===== config.mk =====
export PLATFORM = sky130hd
export DESIGN_NAME = ipacl_prefix_cell
export DESIGN_NICKNAME = d
export VERILOG_FILES = /design/src/hdl/ipacl_pkg.sv /design/src/hdl/ipacl_prefix_cell.sv
export SDC_FILE = /design/constraint.sdc
export NUM_CORES = 1
export LEC_CHECK = 0
export ABC_AREA = 1
export BUFFER_PORTS_ARGS = -buffer_cell sky130_fd_sc_hd__clkbuf_2
export CORE_AREA = 2 2 207 209
export DETAILED_ROUTE_END_ITERATION = 16
export DIE_AREA = 0 0 209 211
export PLACE_DENSITY = 0.67
export SYNTH_ARGS = -nofsm -noshare
export SYNTH_HDL_FRONTEND = slang
export SYNTH_SLANG_ARGS = --single-unit

===== constraint.sdc =====
create_clock -name clock -period 5.1 [get_ports clock]
set_input_delay 0.765 -clock clock [delete_from_list [all_inputs] [get_ports clock]]
set_output_delay 0.765 -clock clock [all_outputs]
set_load 0.02 [all_outputs]

===== src/hdl/ipacl_pkg.sv =====
package ipacl_pkg;

   localparam int PrefixEntriesDefault = 64;
   localparam int RuleEntriesDefault   = 32;
   localparam int NumSpacesDefault     = 64;
   localparam int NumKindsDefault      = 8;

   localparam logic [7:0] FullLen  = 8'd128;
   localparam logic [7:0] V4Limit  = 8'd32;
   localparam logic [7:0] V4Offset = 8'd96;
   localparam logic [7:0] HalfBits = 8'd64;

   typedef enum logic [2:0] {
      CMD_ADD_PREFIX = 3'd0,
      CMD_ADD_RULE   = 3'd1,
      CMD_CHECK      = 3'd2,
      CMD_REVERSE    = 3'd3,
      CMD_CLEAR      = 3'd4
   } cmd_type;

   typedef enum logic [1:0] {
      ST_OK      = 2'd0,
      ST_INVALID = 2'd1,
      ST_FULL    = 2'd2
   } status_type;

   typedef enum logic [1:0] {
      REV_ALLOW = 2'd0,
      REV_NET64 = 2'd1,
      REV_EXACT = 2'd2,
      REV_NEVER = 2'd3
   } rev_mode_type;

   typedef enum logic [1:0] {
      S_IDLE   = 2'd0,
      S_PREFIX = 2'd1,
      S_RULE   = 2'd2,
      S_DONE   = 2'd3
   } state_type;

   // Part of a len-bit prefix mask that falls in one 64-bit half; off is the half's start bit.
   function automatic logic [63:0] half_mask(input logic [7:0] len, input logic [7:0] off);
      logic [7:0] n;
      logic [63:0] m;
      begin
         if (len <= off) n = 8'd0;
         else if (len - off >= HalfBits) n = HalfBits;
         else n = len - off;
         if (n == 8'd0) m = '0;
         else m = ~64'd0 << (HalfBits - n);
         return m;
      end
   endfunction

endpackage


===== src/hdl/ipacl_prefix_cell.sv =====
// One prefix entry. The probe address moves down the row one cell per cycle;
// each live cell that matches ORs its space bit into the bitmap it passes on.
module ipacl_prefix_cell
   import ipacl_pkg::*;
#(
   parameter int NumSpaces = NumSpacesDefault
) (
   input  logic                 clock,
   input  logic                 wr_en,
   input  logic [63:0]          wr_hi,
   input  logic [63:0]          wr_lo,
   input  logic [7:0]           wr_len,
   input  logic [5:0]           wr_space,
   input  logic                 live,
   input  logic [63:0]          in_hi,
   input  logic [63:0]          in_lo,
   input  logic [NumSpaces-1:0] in_map,
   output logic [63:0]          out_hi,
   output logic [63:0]          out_lo,
   output logic [NumSpaces-1:0] out_map
);
   logic [63:0] hi_ff, lo_ff;
   logic [7:0] len_ff;
   logic [5:0] space_ff;
   logic [63:0] hi_out_ff, lo_out_ff;
   logic [NumSpaces-1:0] map_ff, map_in;
   logic hit;

   // Entry storage.
   always_ff @(posedge clock) begin
      if (wr_en) begin
         hi_ff <= wr_hi;
         lo_ff <= wr_lo;
         len_ff <= wr_len;
         space_ff <= wr_space;
      end
   end

   // Match under the stored length.
   always_comb begin
      hit = (((in_hi ^ hi_ff) & half_mask(len_ff, 8'd0)) == '0) &&
            (((in_lo ^ lo_ff) & half_mask(len_ff, HalfBits)) == '0);
      map_in = in_map;
      if (live && hit && ({2'b00, space_ff} < 8'(NumSpaces)))
         map_in[space_ff[$clog2(NumSpaces)-1:0]] = 1'b1;
   end

   always_ff @(posedge clock) begin
      hi_out_ff <= in_hi;
      lo_out_ff <= in_lo;
      map_ff <= map_in;
   end

   assign out_hi = hi_out_ff;
   assign out_lo = lo_out_ff;
   assign out_map = map_ff;
endmodule


==> flow_metrics.env <==
export IMPL_finClkSkew_ns=0.0108
export IMPL_syn_num_nets=1661
export IMPL_rsz0062_at_grt="no"
export IMPL_drcViolationCount=0
export IMPL_cts_tree="yes"
export IMPL_initial_core_util=0.312
export IMPL_worstSetupEndpointType="register"
export IMPL_startpoint_type="register"
export IMPL_synth_compound_area_frac=0.0247
export IMPL_pwr_share_clk=0.367
export IMPL_slew_violations=0
export IMPL_hold_class="in2reg"
export IMPL_antenna_found_initial=4
export IMPL_seq_area_frac_synth=0.622
export IMPL_pwr_share_seq=0.452
export IMPL_synthXorXnorAreaFrac=0.0879
export IMPL_p_per_area_nw_per_um2=387
export IMPL_crit_fanout=64
export IMPL_max_freq_mhz=212
export IMPL_grt_pass1_vias=11000
export IMPL_cap_violations=0
export IMPL_multi_input_area_um2=4350
export IMPL_insertion_delay_ns=0.53
export IMPL_ys_seq_elements=334
export IMPL_htreeDepth=2
export IMPL_cts_hold_buf=0
export IMPL_drtIter0Drc=896
export IMPL_grt_max_degree=67
export IMPL_place_congestion=0.912
export IMPL_max_slew_margin_rel=0.336
export IMPL_wl_per_cell_um=17.6
export IMPL_grt_pass1_wl_um=62300
export IMPL_peakVddDrop_mv=0.268
export IMPL_fill_cells=4072
export IMPL_tightest_slew_ns=0.994
export IMPL_numCtsBuffers=36
export IMPL_arrival_ns=5.19
export IMPL_layout_commonest_cell="clkbuf_2"
export IMPL_rows=75
export IMPL_muxShareOfSynthArea=0
export IMPL_fin_crit_ns=4.72
export IMPL_regArea_um2=8110
export IMPL_r2r_slack_ns=0.38
export IMPL_crit_end="out_map[55]"
export IMPL_ant_nets=0
export IMPL_die_area_um2=44100
export IMPL_avgSynthCellArea_um2=9.90
export IMPL_via_per_inst=4.64
export IMPL_drive_above_1_share=0.326
export IMPL_port_buffers=528
export IMPL_clock_root_buffer="clkbuf_16"
export IMPL_worstReg2RegStart="len_ff[7]"
export IMPL_layout_nets=2204
export IMPL_p_int_uw=4810
export IMPL_dr_total_vias=11300
export IMPL_r2r_end="out_map[55]"
export IMPL_postSynthCellCount=1318
export IMPL_synthSimpleGateAreaFrac=0.215
export IMPL_synth_top_family_by_area="simple AND/OR/NAND/NOR gates"
export IMPL_dp_cells=2362
export IMPL_clockBufferDepth=3
export IMPL_grtUsageTotal=0.186
export IMPL_status="complete, no violations"
export IMPL_startpoint="len_ff[7]"
export IMPL_finalCritPeriodShare=0.926
export IMPL_synth_fa_ha_area_frac=0.00576
export IMPL_crit_required_ns=5.57
export IMPL_finalSetupTns_ns=0
export IMPL_clk_pin_slew_ns=0.06
export IMPL_synthFlopType="dfxtp_1"
export IMPL_place_hpwl_um=34300
export IMPL_p_leak_uw=0.00839
export IMPL_r2r_cells=22
export IMPL_die_y_um=211
export IMPL_grt_remaining_overflow=0
export IMPL_final_cells=2427
export IMPL_core_um2=41800
export IMPL_synth_edf_count=142
export IMPL_ys_async_sr_fraction=0
export IMPL_final_core_util=0.416
export IMPL_cts_sinks=334
export IMPL_drt_total_wl_um=42600
export IMPL_setup_viol=0
export IMPL_hold_viol=0
export IMPL_yosysWarnings=0
export IMPL_p_sw_uw=1920
export IMPL_most_common_layout_cells="527 x clkbuf_2, 278 x nand2_1, 192 x dfxtp_1, 154 x nand3_1, 142 x edfxtp_1"
export IMPL_syn2layout_area_growth_pct=33.3
export IMPL_crit_type="reg2reg"
export IMPL_die_w_um=209
export IMPL_switching_share=0.285
export IMPL_firstDrtPassIters=7
export IMPL_io_pin_count=529
export IMPL_ys_types=36
export IMPL_synth_area_um2=13000
export IMPL_power_frac_comb=0.181
[cell usage after synthesis, types with 2 or more instances]
cell type	instances	area share
xnor2_1	20	0.013
o21ai_0	20	0.0077
nand2_2	9	0.0043
nor4_1	3	0.0014
nor2_1	140	0.040
clkbuf_1	4	0.0012
buf_2	18	0.0069
o21ai_1	13	0.0050
o211ai_1	2	0.0012
nand2_1	279	0.080
edfxtp_1	142	0.33
nor3_1	7	0.0027
a21oi_1	11	0.0042
ha_1	6	0.0058
nand3_1	154	0.059
inv_2	8	0.0023
inv_1	106	0.031
nand4_1	49	0.024
buf_1	2	0.00058
nor2_2	5	0.0024
buf_4	6	0.0035
dfxtp_1	192	0.29
xor2_1	109	0.073
[worst max-delay path, stage by stage (launching register included)]
cell      delay (ns)
edfxtp_1        0.38
inv_1           0.13
ha_1            0.39
nand2_2         0.24
ha_1            0.32
nand4_1         0.13
nand2_1         0.41
nand2_1         0.40
nand2_1         0.25
nand2_1         0.12
nand2_1         0.06
nor2_1          0.10
nand4_1         0.11
nor2_1          0.23
nand3_1         0.12
nand2_1         0.08
nand3_1         0.06
nor2_1          0.09
nand2_1         0.11
nor2_4          0.09
buf_4           0.51
nand3_1         0.18
nand2_1         0.10
[final cells by class]
type                            count  area share
Clock buffer                       54      0.0610
Tap cell                          539      0.0388
Timing Repair Buffer              535       0.155
Inverter                          115      0.0248
Multi-Input combinational cell    839       0.250
Sequential cell                   334       0.466
Clock inverter                      9     0.00338
Antenna cell                        2    0.000288
[power by group through the flow]
stage / clock network, uW / registers [uW] / logic (uW)
floorplan: 0 / 3190 / 619
global route: 2630 / 3060 / 1330
finish: 2470 / 3040 / 1220
CTS: 2540 / 3050 / 1210
detailed placement: 0 / 3100 / 1200
global placement: 0 / 3100 / 1200
[metrics by stage]
| step | area [um^2] | worst slack (ns) | power (uW) | hold slack (ns) |
|---|---|---|---|---|
| after floorplan | 13000 | 1.91 | 3810 | 0.769 |
| after global placement | 16300 | 0.613 | 4300 | 0.896 |
| after detailed placement | 16300 | 0.558 | 4310 | 0.896 |
| after CTS | 17400 | 0.503 | 6790 | 0.325 |
| after global routing | 17400 | 0.0157 | 7020 | 0.331 |
| final | 17400 | 0.380 | 6730 | 0.362 |
[kinds of logic (layout without fill, tap and decap cells)]
family | Yosys count | after routing
AO/OA/AOI/OAI | 56 | 56
AND/OR/NAND/NOR | 647 | 647
other | 0 | 2
XOR/XNOR | 130 | 130
adder cells (fa/ha/maj) | 6 | 6
flip-flops | 334 | 334
buffers and inverters | 145 | 713
[routing by layer]
layer	part of all wire	global-route usage
met4	0.020	0.0564
met2	0.50	0.323
met3	0.083	0.0503
met1	0.40	0.225
met5	0.00063	0
[sequential cells by signal, summed over array words and instances (netlist names)]
name,flops
space_ff,6
hi_ff,64
out_lo,64
out_map,64
len_ff,8
lo_ff,64
out_hi,64
[what timing repair did]
| action | in CTS | in global routing |
|---|---|---|
| endpoints found under the hold margin | 0 | 0 |
| buffers inserted | 0 | 0 |
| endpoints found under the setup margin | 0 | 1 |
| resized for setup | 0 | 1 |
[how the worst min path moves through the flow]
| stage | start | endpoint | slack [ns] | depth (start not counted) |
|---|---|---|---|---|
| finish | in_hi[22] | out_hi[22] | 0.36 | 1 |
| global route | in_hi[27] | out_hi[27] | 0.33 | 1 |
| floorplan | lo_ff[47] | out_map[20] | 0.77 | 4 |
| CTS | in_lo[45] | out_lo[45] | 0.33 | 1 |
| global placement | in_lo[61] | out_lo[61] | 0.90 | 1 |
| detailed placement | in_lo[45] | out_lo[45] | 0.90 | 1 |
Power figures use the tool's default switching activity.
